File: config.mk
export PLATFORM = sky130hd
export DESIGN_NAME = csv_stream_tokenizer
export DESIGN_NICKNAME = d
export VERILOG_FILES = /design/src/sv/cst_pkg.sv /design/src/sv/cst_step.sv /design/src/sv/csv_stream_tokenizer.sv
export SDC_FILE = /design/constraint.sdc
export NUM_CORES = 1
export LEC_CHECK = 0
export BUFFER_PORTS_ARGS = -buffer_cell sky130_fd_sc_hd__buf_2
export CAP_MARGIN = 20
export CORE_AREA = 2 2 150 152
export CTS_CLUSTER_DIAMETER = 150
export CTS_CLUSTER_SIZE = 24
export DETAILED_ROUTE_END_ITERATION = 8
export DIE_AREA = 0 0 152 154
export GPL_ROUTABILITY_DRIVEN = 0
export PLACE_DENSITY_LB_ADDON = 0.2
export SETUP_SLACK_MARGIN = 0.2
export SYNTH_ARGS = -nofsm -noshare
export SYNTH_HDL_FRONTEND = slang
export SYNTH_SLANG_ARGS = --single-unit
export TNS_END_PERCENT = 30
File: constraint.sdc
create_clock -name clk -period 4 [get_ports clk]
set_input_delay 0.4 -clock clk [delete_from_list [all_inputs] [get_ports clk]]
set_output_delay 0.4 -clock clk [all_outputs]
set_load 0.1 [all_outputs]
File: src/sv/cst_pkg.sv
`timescale 1ns / 1ps
// ----------------------------------------------------------------------------
// cst_pkg: shared types and constants of the CSV stream tokenizer
// Request payload types, parser state record, byte classes, state codes,
// status codes and the parser transition table.
// ----------------------------------------------------------------------------
package cst_pkg;

  // counter widths
  localparam int ROW_BITS   = 24;
  localparam int FIELD_BITS = 16;

  // byte characters
  localparam logic [7:0] CHR_NUL   = 8'h00;
  localparam logic [7:0] CHR_NL    = 8'h0A;
  localparam logic [7:0] CHR_COMMA = 8'h2C;
  localparam logic [7:0] CHR_QUOTE = 8'h22;

  // byte classes
  localparam logic [2:0] CLS_NL    = 3'd0;
  localparam logic [2:0] CLS_COMMA = 3'd1;
  localparam logic [2:0] CLS_QUOTE = 3'd2;
  localparam logic [2:0] CLS_OTHER = 3'd3;
  localparam logic [2:0] CLS_END   = 3'd4;

  // parser states
  localparam logic [2:0] PS_START  = 3'd0;
  localparam logic [2:0] PS_UNQ    = 3'd1;
  localparam logic [2:0] PS_OPENQ  = 3'd2;
  localparam logic [2:0] PS_INQ    = 3'd3;
  localparam logic [2:0] PS_QAFTER = 3'd4;
  localparam logic [2:0] PS_COMMA  = 3'd5;
  localparam logic [2:0] PS_NL     = 3'd6;

  // transition results beyond the stored states
  localparam logic [3:0] NX_END = 4'd7;
  localparam logic [3:0] NX_ERR = 4'd8;

  // status codes
  localparam logic [1:0] STAT_RUN      = 2'd0;
  localparam logic [1:0] STAT_OK       = 2'd1;
  localparam logic [1:0] STAT_SYNTAX   = 2'd2;
  localparam logic [1:0] STAT_MISMATCH = 2'd3;

  typedef struct packed {
    logic [7:0] ch;
    logic       end_marker;
  } in_item_t;

  typedef struct packed {
    logic                  content_valid;
    logic [7:0]            content_byte;
    logic                  field_end;
    logic                  record_end;
    logic                  done_res;
    logic [1:0]            status;
    logic [ROW_BITS-1:0]   row_count;
    logic [FIELD_BITS-1:0] column_count;
    logic [ROW_BITS-1:0]   line_number;
    logic [FIELD_BITS-1:0] column_number;
  } out_item_t;

  // parser state; parse_state holds the error code while halted
  typedef struct packed {
    logic [2:0]            parse_state;
    logic [FIELD_BITS-1:0] first_field_count;
    logic [FIELD_BITS-1:0] field_counter;
    logic [ROW_BITS-1:0]   rows_seen;
    logic [ROW_BITS-1:0]   line_counter;
    logic [FIELD_BITS-1:0] column_counter;
    logic                  halted;
  } cst_state_t;

  localparam cst_state_t STATE_RESET = '{
    parse_state:       PS_START,
    first_field_count: '0,
    field_counter:     '0,
    rows_seen:         '0,
    line_counter:      ROW_BITS'(1),
    column_counter:    FIELD_BITS'(1),
    halted:            1'b0
  };

  // transition table: state x byte class
  function automatic logic [3:0] next_state(input logic [2:0] prev, input logic [2:0] cls);
    logic [3:0] nxt;
    case (prev)
      PS_UNQ: begin
        case (cls)
          CLS_NL:    nxt = 4'(PS_NL);
          CLS_COMMA: nxt = 4'(PS_COMMA);
          CLS_QUOTE: nxt = 4'(PS_UNQ);
          CLS_OTHER: nxt = 4'(PS_UNQ);
          default:   nxt = NX_END;
        endcase
      end
      PS_OPENQ,
      PS_INQ: begin
        case (cls)
          CLS_NL:    nxt = 4'(PS_INQ);
          CLS_COMMA: nxt = 4'(PS_INQ);
          CLS_QUOTE: nxt = 4'(PS_QAFTER);
          CLS_OTHER: nxt = 4'(PS_INQ);
          default:   nxt = NX_ERR;
        endcase
      end
      PS_QAFTER: begin
        case (cls)
          CLS_NL:    nxt = 4'(PS_NL);
          CLS_COMMA: nxt = 4'(PS_COMMA);
          CLS_QUOTE: nxt = 4'(PS_INQ);
          CLS_OTHER: nxt = NX_ERR;
          default:   nxt = NX_END;
        endcase
      end
      default: begin
        case (cls)
          CLS_NL:    nxt = 4'(PS_NL);
          CLS_COMMA: nxt = 4'(PS_COMMA);
          CLS_QUOTE: nxt = 4'(PS_OPENQ);
          CLS_OTHER: nxt = 4'(PS_UNQ);
          default:   nxt = NX_END;
        endcase
      end
    endcase
    return nxt;
  endfunction

endpackage

File: src/sv/cst_step.sv
`timescale 1ns / 1ps
// ----------------------------------------------------------------------------
// cst_step: one-byte parser step
// Classifies the byte, walks the transition table, updates counters and
// builds the result for the request, all in one combinational pass.
// ----------------------------------------------------------------------------
module cst_step (
  input  cst_pkg::cst_state_t st_i,
  input  cst_pkg::in_item_t   item_i,
  output cst_pkg::cst_state_t st_nxt,
  output cst_pkg::out_item_t  res_o
);

  logic                           is_end;
  logic [2:0]                     cls;
  logic [2:0]                     prev;
  logic [3:0]                     nxt;
  logic                           fe;
  logic                           re;
  logic                           cv;
  logic                           mismatch;
  logic [cst_pkg::FIELD_BITS-1:0] fc_inc;
  logic [cst_pkg::ROW_BITS-1:0]   rows_inc;
  logic [cst_pkg::FIELD_BITS-1:0] ffc_new;
  logic [cst_pkg::ROW_BITS-1:0]   line_new;
  logic [cst_pkg::FIELD_BITS-1:0] col_new;

  // byte class
  always_comb begin
    is_end = item_i.end_marker || (item_i.ch == cst_pkg::CHR_NUL);
    if (is_end) begin
      cls = cst_pkg::CLS_END;
    end else if (item_i.ch == cst_pkg::CHR_NL) begin
      cls = cst_pkg::CLS_NL;
    end else if (item_i.ch == cst_pkg::CHR_COMMA) begin
      cls = cst_pkg::CLS_COMMA;
    end else if (item_i.ch == cst_pkg::CHR_QUOTE) begin
      cls = cst_pkg::CLS_QUOTE;
    end else begin
      cls = cst_pkg::CLS_OTHER;
    end
  end

  // table step and field / record marks
  always_comb begin
    prev = (st_i.parse_state > cst_pkg::PS_NL) ? cst_pkg::PS_START : st_i.parse_state;
    nxt  = cst_pkg::next_state(prev, cls);
    if (cls == cst_pkg::CLS_NL || cls == cst_pkg::CLS_COMMA) begin
      fe = prev inside {cst_pkg::PS_START, cst_pkg::PS_UNQ, cst_pkg::PS_QAFTER,
                        cst_pkg::PS_COMMA, cst_pkg::PS_NL};
    end else if (cls == cst_pkg::CLS_END) begin
      fe = prev inside {cst_pkg::PS_UNQ, cst_pkg::PS_QAFTER, cst_pkg::PS_COMMA};
    end else begin
      fe = 1'b0;
    end
    re = (nxt == 4'(cst_pkg::PS_NL)) ||
         (nxt == cst_pkg::NX_END && prev != cst_pkg::PS_START && prev != cst_pkg::PS_NL);
    cv = (nxt == 4'(cst_pkg::PS_UNQ)) || (nxt == 4'(cst_pkg::PS_INQ));
  end

  // saturating counters
  always_comb begin
    fc_inc = st_i.field_counter;
    if (fe && st_i.field_counter != '1) begin
      fc_inc = st_i.field_counter + 1'b1;
    end
    rows_inc = st_i.rows_seen;
    if (re && st_i.rows_seen != '1) begin
      rows_inc = st_i.rows_seen + 1'b1;
    end
    mismatch = re && (st_i.first_field_count != '0) && (st_i.first_field_count != fc_inc);
    ffc_new  = (re && st_i.first_field_count == '0) ? fc_inc : st_i.first_field_count;
    line_new = st_i.line_counter;
    col_new  = st_i.column_counter;
    if (nxt == 4'(cst_pkg::PS_NL)) begin
      line_new = (st_i.line_counter != '1) ? st_i.line_counter + 1'b1 : st_i.line_counter;
      col_new  = cst_pkg::FIELD_BITS'(1);
    end else if (nxt >= 4'(cst_pkg::PS_UNQ) && nxt <= 4'(cst_pkg::PS_COMMA)) begin
      col_new = (st_i.column_counter != '1) ? st_i.column_counter + 1'b1 : st_i.column_counter;
    end
  end

  // result and next state
  always_comb begin
    st_nxt              = st_i;
    res_o.content_valid = 1'b0;
    res_o.content_byte  = '0;
    res_o.field_end     = 1'b0;
    res_o.record_end    = 1'b0;
    res_o.done_res      = 1'b0;
    res_o.status        = cst_pkg::STAT_RUN;
    res_o.row_count     = st_i.rows_seen;
    res_o.column_count  = st_i.first_field_count;
    res_o.line_number   = st_i.line_counter;
    res_o.column_number = st_i.column_counter;

    if (st_i.halted) begin
      // drop bytes until the end request
      res_o.done_res = is_end;
      res_o.status   = (st_i.parse_state == 3'(cst_pkg::STAT_MISMATCH)) ?
                       cst_pkg::STAT_MISMATCH : cst_pkg::STAT_SYNTAX;
      if (is_end) begin
        st_nxt = cst_pkg::STATE_RESET;
      end
    end else if (nxt == cst_pkg::NX_ERR) begin
      // syntax error, counters keep the offending position
      res_o.done_res = 1'b1;
      res_o.status   = cst_pkg::STAT_SYNTAX;
      if (is_end) begin
        st_nxt = cst_pkg::STATE_RESET;
      end else begin
        st_nxt.halted      = 1'b1;
        st_nxt.parse_state = 3'(cst_pkg::STAT_SYNTAX);
      end
    end else if (mismatch) begin
      // field count mismatch, record already counted
      res_o.done_res  = 1'b1;
      res_o.status    = cst_pkg::STAT_MISMATCH;
      res_o.row_count = rows_inc;
      if (is_end) begin
        st_nxt = cst_pkg::STATE_RESET;
      end else begin
        st_nxt.halted        = 1'b1;
        st_nxt.parse_state   = 3'(cst_pkg::STAT_MISMATCH);
        st_nxt.rows_seen     = rows_inc;
        st_nxt.field_counter = fc_inc;
      end
    end else begin
      res_o.content_valid = cv;
      res_o.content_byte  = cv ? item_i.ch : 8'h00;
      res_o.field_end     = fe;
      res_o.record_end    = re;
      res_o.done_res      = is_end;
      res_o.status        = is_end ? cst_pkg::STAT_OK : cst_pkg::STAT_RUN;
      res_o.row_count     = rows_inc;
      res_o.column_count  = ffc_new;
      res_o.line_number   = line_new;
      res_o.column_number = col_new;
      if (is_end) begin
        st_nxt = cst_pkg::STATE_RESET;
      end else begin
        st_nxt.parse_state       = nxt[2:0];
        st_nxt.first_field_count = ffc_new;
        st_nxt.field_counter     = re ? '0 : fc_inc;
        st_nxt.rows_seen         = rows_inc;
        st_nxt.line_counter      = line_new;
        st_nxt.column_counter    = col_new;
      end
    end
  end

endmodule

File: src/sv/csv_stream_tokenizer.sv
`timescale 1ns / 1ps
// Path: an accepted request passes the input register, then the result
// register, onto out_data; out_ready holding the result back delays it.
// Throughput: one byte per cycle while out_ready does not stall the result
// register; the parser step is combinational.
// Reset: synchronous active-low rst_n empties both registers and returns the
// parser to start of document, line 1, column 1, all counts zero.
// ----------------------------------------------------------------------------
// csv_stream_tokenizer: streaming CSV tokenizer with quoted fields
// Input register, one-pass parser step and result register with
// valid/ready on both sides.
// ----------------------------------------------------------------------------
module csv_stream_tokenizer (
  input  logic               clk,
  input  logic               rst_n,
  input  logic               in_valid,
  output logic               in_ready,
  input  cst_pkg::in_item_t  in_data,
  output logic               out_valid,
  input  logic               out_ready,
  output cst_pkg::out_item_t out_data
);

  logic                s1_valid_r;
  cst_pkg::in_item_t   s1_item_r;
  cst_pkg::cst_state_t state_r;
  cst_pkg::cst_state_t state_nxt;
  cst_pkg::out_item_t  res;
  logic                out_valid_r;
  cst_pkg::out_item_t  out_item_r;
  logic                advance;

  // handshake
  assign advance  = s1_valid_r && (!out_valid_r || out_ready);
  assign in_ready = !s1_valid_r || advance;

  // input register
  always_ff @(posedge clk) begin
    if (!rst_n) begin
      s1_valid_r <= 1'b0;
    end else if (in_ready) begin
      s1_valid_r <= in_valid;
    end
  end

  always_ff @(posedge clk) begin
    if (in_ready && in_valid) begin
      s1_item_r <= in_data;
    end
  end

  // parser step
  cst_step u_step (
    .st_i   (state_r),
    .item_i (s1_item_r),
    .st_nxt (state_nxt),
    .res_o  (res)
  );

  // parser state
  always_ff @(posedge clk) begin
    if (!rst_n) begin
      state_r <= cst_pkg::STATE_RESET;
    end else if (advance) begin
      state_r <= state_nxt;
    end
  end

  // result register
  always_ff @(posedge clk) begin
    if (!rst_n) begin
      out_valid_r <= 1'b0;
    end else if (advance) begin
      out_valid_r <= 1'b1;
    end else if (out_ready) begin
      out_valid_r <= 1'b0;
    end
  end

  always_ff @(posedge clk) begin
    if (advance) begin
      out_item_r <= res;
    end
  end

  assign out_valid = out_valid_r;
  assign out_data  = out_item_r;

endmodule

Word level (Yosys, flattened, before mapping) --
Cells that the tools add are included.
Storage, ports and cells: bits in registers 205, output and inout bits 96
Cells by class: add/sub/neg operators 4, magnitude comparators 3, equal/unequal tests 28, muxes and demuxes 43, bitwise gates (word level) 1, reductions and logical operators 35
Operators with widths (number):
- 100-bit two-way mux | 4
- 80-bit two-way mux | 2
- 16-bit two-way mux | 7
- 99-bit two-way mux | 1
- 96-bit two-way mux | 1
- 40-bit two-way mux | 2
- 24-bit two-way mux | 3
- 56-bit two-way mux | 1
- 24-bit by 1-bit adder with 24-bit output (second input constant) | 2
- 24-bit != test (second input constant) | 2
- 16-bit by 1-bit adder with 16-bit output (second input constant) | 2
- 16-bit != test (second input constant) | 2
- 27-bit two-way mux | 1
- 3-bit two-way mux | 6
- 8-bit by 6-bit equality test with 1-bit output (second input constant) | 2
- 16-bit logical NOT | 1
- 16-bit != test | 1
- 4-bit case mux with 4 select lines | 1
- 16-bit nonzero test | 1
- 3-bit by 2-bit equality test with 1-bit output (second input constant) | 5
- 3-bit equality test (second input constant) | 4
- 3-bit case mux with 4 select lines | 1
- 4-bit case mux with 3 select lines | 1
- 1-bit logical AND | 10
- other kinds (29) | 51

Logic depth before layout (Yosys ltp) --
word-level depth 19, depth in mapped cells 16, gate-level depth less buffers 12

By module --
Synthesis repeated with hierarchy kept, for this count alone.
Second synthesis, totals: cell total of the unflattened synthesis 1258, area total of the unflattened synthesis 11456.0 um2
Modules (own cells, without submodules):
- csv_stream_tokenizer | instances 1, cells each 546, area an instance 7116.8 um2, seq. area each 5134.9 um2
- cst_step | instances 1, cells each 712, area an instance 4339.2 um2, seq. area each 0.0 um2

Least setup slack after synthesis --
Ideal clock, no wire load.
path kind flip-flop to flip-flop, start register out_valid_r, in the netlist out_valid, end register state_r[65] (netlist bit), library setup time 72 ps, arrival 3966 ps, setup slack -38 ps, cell stages (with the launch flop) 13, period minus slack after synthesis 4038 ps, path through dfxtp_1 -> nor2b_1 -> nand2b_1 -> clkbuf_1 -> inv_2 -> nand2_1 -> clkbuf_1 -> nor3_1 -> nand2_1 -> o21ai_1 -> clkbuf_1 -> nand2_1 -> mux2i_1
Between the ends: longest elaborated chain between the ends 4
Ends and longest elaborated chain:
- start, declared | line csv_stream_tokenizer.sv:29 | logic out_valid_r;
- start signal, assigned | line csv_stream_tokenizer.sv:72 | out_valid_r <= 1'b0;
- start signal, assigned | line csv_stream_tokenizer.sv:74 | out_valid_r <= 1'b1;
- start signal, assigned | line csv_stream_tokenizer.sv:76 | out_valid_r <= 1'b0;
- 1-bit logical NOT | line csv_stream_tokenizer.sv:34 | assign advance = s1_valid_r && (!out_valid_r || out_ready);
- 1-bit logical OR | line csv_stream_tokenizer.sv:34
- 1-bit logical AND | line csv_stream_tokenizer.sv:34
- named net advance | line csv_stream_tokenizer.sv:31 | logic advance;
- 3-bit AND reduction (no source line)
- end signal, assigned | line csv_stream_tokenizer.sv:63 | state_r <= cst_pkg::STATE_RESET;
- end signal, assigned | line csv_stream_tokenizer.sv:65 | state_r <= state_nxt;
- end, declared | line csv_stream_tokenizer.sv:26 | cst_pkg::cst_state_t state_r;
The timed path passes the listed nets, and every way through them passes these cells. A chain may end at the register's enable or synchronous reset.

Worst setup path after layout --
start register s1_item_r[3] (netlist bit), end register state_r[10] (netlist bit)
Between the ends: longest elaborated chain between the ends 18
Ends and longest elaborated chain:
- start, declared | line csv_stream_tokenizer.sv:25 | cst_pkg::in_item_t s1_item_r;
- start signal, assigned | line csv_stream_tokenizer.sv:48 | s1_item_r <= in_data;
- parallel branches: the longest is 18 deep, another holds 4-bit by 1-bit >= comparator with 1-bit output
Several ways; the timed one is not identified.

==> out/summary.txt <==
Worst r2r src -> s1_item_r[3]
Period utilization -> 96.7%
Synth cell types -> 80
Final count of negative-setup-slack endpoints -> 0
Post-layout net count -> 1311
Post-DR vias/cell -> 5.97
Grt total ovfl -> 0
Ys flop type -> edfxtp_1
Worst-case clock buffer depth -> 3
Slew @ Worst Pin -> 0.770 ns
Mean Syn Cell Area -> 9.26 um2
Hold Path End -> s1_item_r[1]
Worst-path maximum fanout -> 8
Number of synthesized flops with an enable pin -> 103
Multi-input logic area -> 5380 um2
Worst skew pair latency -> 0.48 ns
Clk sinks -> 205
Setup slack, reg-to-reg -> 0.13 ns
Clock power share -> 30.9%
WS Path Type -> reg -> reg
Crit path launch type -> register
Fin. Hold Viols -> 0
DP Area -> 11900 um2
Die width -> 152 um
Synthesized flop and latch total -> 205
Xor/xnor share of the synthesized area -> 6.72%
Dpl cells -> 1537
Sw Share -> 29.9%
Critical path data required time -> 4.41 ns
Non-Filler Instances -> 1580
Register area share after synthesis -> 47.7%
I/O Pins -> 109
Worst Hold Depth -> 1
# Max-Cap Violations -> 0
Initial Utilization -> 49.6%
Die H -> 154 um
Final Worst Setup Slack -> 0.134 ns
WHS -> 0.0853 ns
Iter 0 DRT Violations -> 750
Logic pwr share -> 16.0%
Vias in the first global route -> 8582
Outcome -> completed
Fmax achieved -> 0.259 GHz
Most frequent cells in the layout -> 127 x nand2_1, 108 x buf_2, 103 x edfxtp_1
RSZ-0062 raised after global routing -> yes
First-pass GRT wire length -> 44800 um
Adder-Cell Fraction of Synth Area -> 0.465%
Total CTS buffers -> 12
P_sw -> 1280 uW
Leakage power total -> 0.00450 uW
Clk_skew -> 0.0199 ns
Reg2Reg Depth -> 15
Post-synthesis mux area share -> 0.965%
Final instance area -> 12600 um2
DP HPWL -> 19500 um
Total Routing Usage GR -> 23.0%
Initial antenna violation count -> 1
Number of diodes -> 0
Mapped Area -> 10800 um2
Synth warn -> 0
Worst VDD drop -> 0.274 mV
Area growth syn-to-layout -> 17.3%
Worst Hold Class -> in -> reg
Rows -> 54
Pint -> 3010 uW
Min-delay src -> in_data[1]
Critical Path AT -> 4.27 ns
# DRC -> 0
Slew headroom -> 48.6%
Place WS -> -0.115 ns
Wire per inst -> 18.0 um
Worst Setup End Kind -> register
Sequential share of power -> 53.1%
Fin Setup TNS -> 0 ns
Commonest non-fill, non-tap cell in the layout -> nand2_1
Largest family of logic cells by synthesized area -> simple AND/OR/NAND/NOR gates
CTS tree -> built
Ys async rst share -> 0%
Post-Synth Simple-Gate Area -> 22.2%
Net Count, Synth -> 1179
Clock slew at reported path FFs -> 0.10 ns
Root buffer cell -> clkbuf_16
Layout cell share with drive strength beyond 1 -> 20.8%
Die area -> 23400 um2
Pin count of the biggest net entering global routing -> 61
Max Slew Vio Count -> 0
Final ANT Viol Nets -> 0
Routed vias -> 9428
PD cells -> 340 nW/um2
Complex-gate fraction of the synthesized area -> 17.8%
Min Tclk post-route -> 3.87 ns
# port buffers -> 108
Fillers -> 1916
Post-Synthesis Cells -> 1162
DRT Wirelength -> 28400 um
Core ar. -> 21700 um2
Worst r2r dst -> state_r[10]
Reg area -> 5130 um2
Drt pass-1 iters -> 5
CTS HTree Levels -> 1
critical path: stages (launching register included):
cell      delay [ns]
edfxtp_1        0.42
buf_6           0.15
and4b_1         0.19
o31a_2          0.40
o211ai_4        0.32
buf_6           0.18
buf_4           0.11
o21ai_0         0.08
o31ai_1         0.09
o211ai_1        0.18
or4_4           0.57
a21oi_4         0.22
clkinv_4        0.09
buf_12          0.14
or4_4           0.41
a211oi_2        0.22
stage by stage:
step / total power [uW] / util, %
after global routing: 4420 / 58.2
after CTS: 4270 / 56.7
final: 4290 / 58.2
after global placement: 2960 / 54.6
after floorplan: 2820 / -
after detailed placement: 2960 / 54.6
layout make-up:
| class | count | area share [%] |
|---|---|---|
| multi-input combinational | 848 | 42.6 |
| sequential | 205 | 40.7 |
| timing repair buffer | 195 | 10.0 |
| tap | 280 | 2.78 |
| clock buffer | 19 | 2.76 |
| inverter | 31 | 0.981 |
| clock inverter | 1 | 0.129 |
| timing repair inverter | 1 | 0.0496 |
metal layers:
layer	vias up	track usage [%]	routed length, um
li1	4529	-	-
met2	329	39.0	13600
met4	2	7.17	741
met3	66	3.18	1640
met1	4502	30.6	12400
met5	-	0	13
power groups by stage:
stage | clock network, uW | registers [uW] | logic, uW
after floorplan | 0 | 2650 | 169
after global placement | 0 | 2330 | 632
after detailed placement | 0 | 2330 | 637
after CTS | 1350 | 2280 | 648
after global routing | 1420 | 2290 | 712
final | 1320 | 2280 | 686
registers in the layout (all words and copies together), names as in the netlist:
| register | count |
|---|---|
| out_valid | 1 |
| out_data | 94 |
| state_r | 100 |
| s1_item_r | 9 |
| s1_valid_r | 1 |
worst max path at each step:
stage | from | endpoint | cells past startpoint
after floorplan | state_r[66] | out_data[11] | 14
after global placement | s1_item_r[3] | out_data[0] | 13
after detailed placement | s1_item_r[3] | out_data[4] | 13
after CTS | s1_item_r[3] | state_r[10] | 12
after global routing | s1_item_r[3] | state_r[10] | 15
final | s1_item_r[3] | state_r[10] | 15
cell usage after synthesis (6+ instances only):
| cell | n | area [um2] |
|---|---|---|
| nand2_1 | 128 | 480 |
| edfxtp_1 | 103 | 3090 |
| dfxtp_1 | 102 | 2040 |
| nor2_1 | 86 | 323 |
| o21ai_0 | 81 | 405 |
| nand3_1 | 60 | 300 |
| clkbuf_1 | 57 | 214 |
| xnor2_1 | 57 | 499 |
| a21oi_1 | 51 | 255 |
| inv_1 | 27 | 101 |
| nand4_1 | 27 | 169 |
| nor3_1 | 27 | 135 |
| o31ai_1 | 27 | 203 |
| and3_1 | 24 | 150 |
| xor2_1 | 23 | 201 |
| a31oi_1 | 16 | 100 |
| nor4_1 | 16 | 100 |
| and2_1 | 14 | 87.6 |
| buf_2 | 14 | 70.1 |
| nand2b_1 | 13 | 81.3 |
| o21bai_1 | 13 | 97.6 |
| nor2b_1 | 11 | 68.8 |
| nand3b_1 | 10 | 75.1 |
| o211ai_1 | 10 | 75.1 |
| or3_1 | 10 | 62.6 |
| or4_1 | 9 | 67.6 |
| a221o_1 | 7 | 70.1 |
| mux2i_1 | 7 | 70.1 |
| o21a_1 | 7 | 52.6 |
| a21o_1 | 6 | 45.0 |
| and4_1 | 6 | 52.6 |
| or2_2 | 6 | 37.5 |
cells by family after synthesis:
kind of cell,Yosys count
buffers and inverters,109
XOR/XNOR,81
AO/OA/AOI/OAI,288
AND/OR/NAND/NOR,465
adder cells (fa/ha/maj),4
flip-flops,205
multiplexers,10
what timing repair did:
action                     CTS  global route
gates cloned                 0             1
setup endpoints to repair   57           100
hold buffers                 0             0
buffers inserted             3            19
pin swaps                    5            20
gates resized for setup     11            50
No activity file was read; power rests on OpenSTA's default activity.
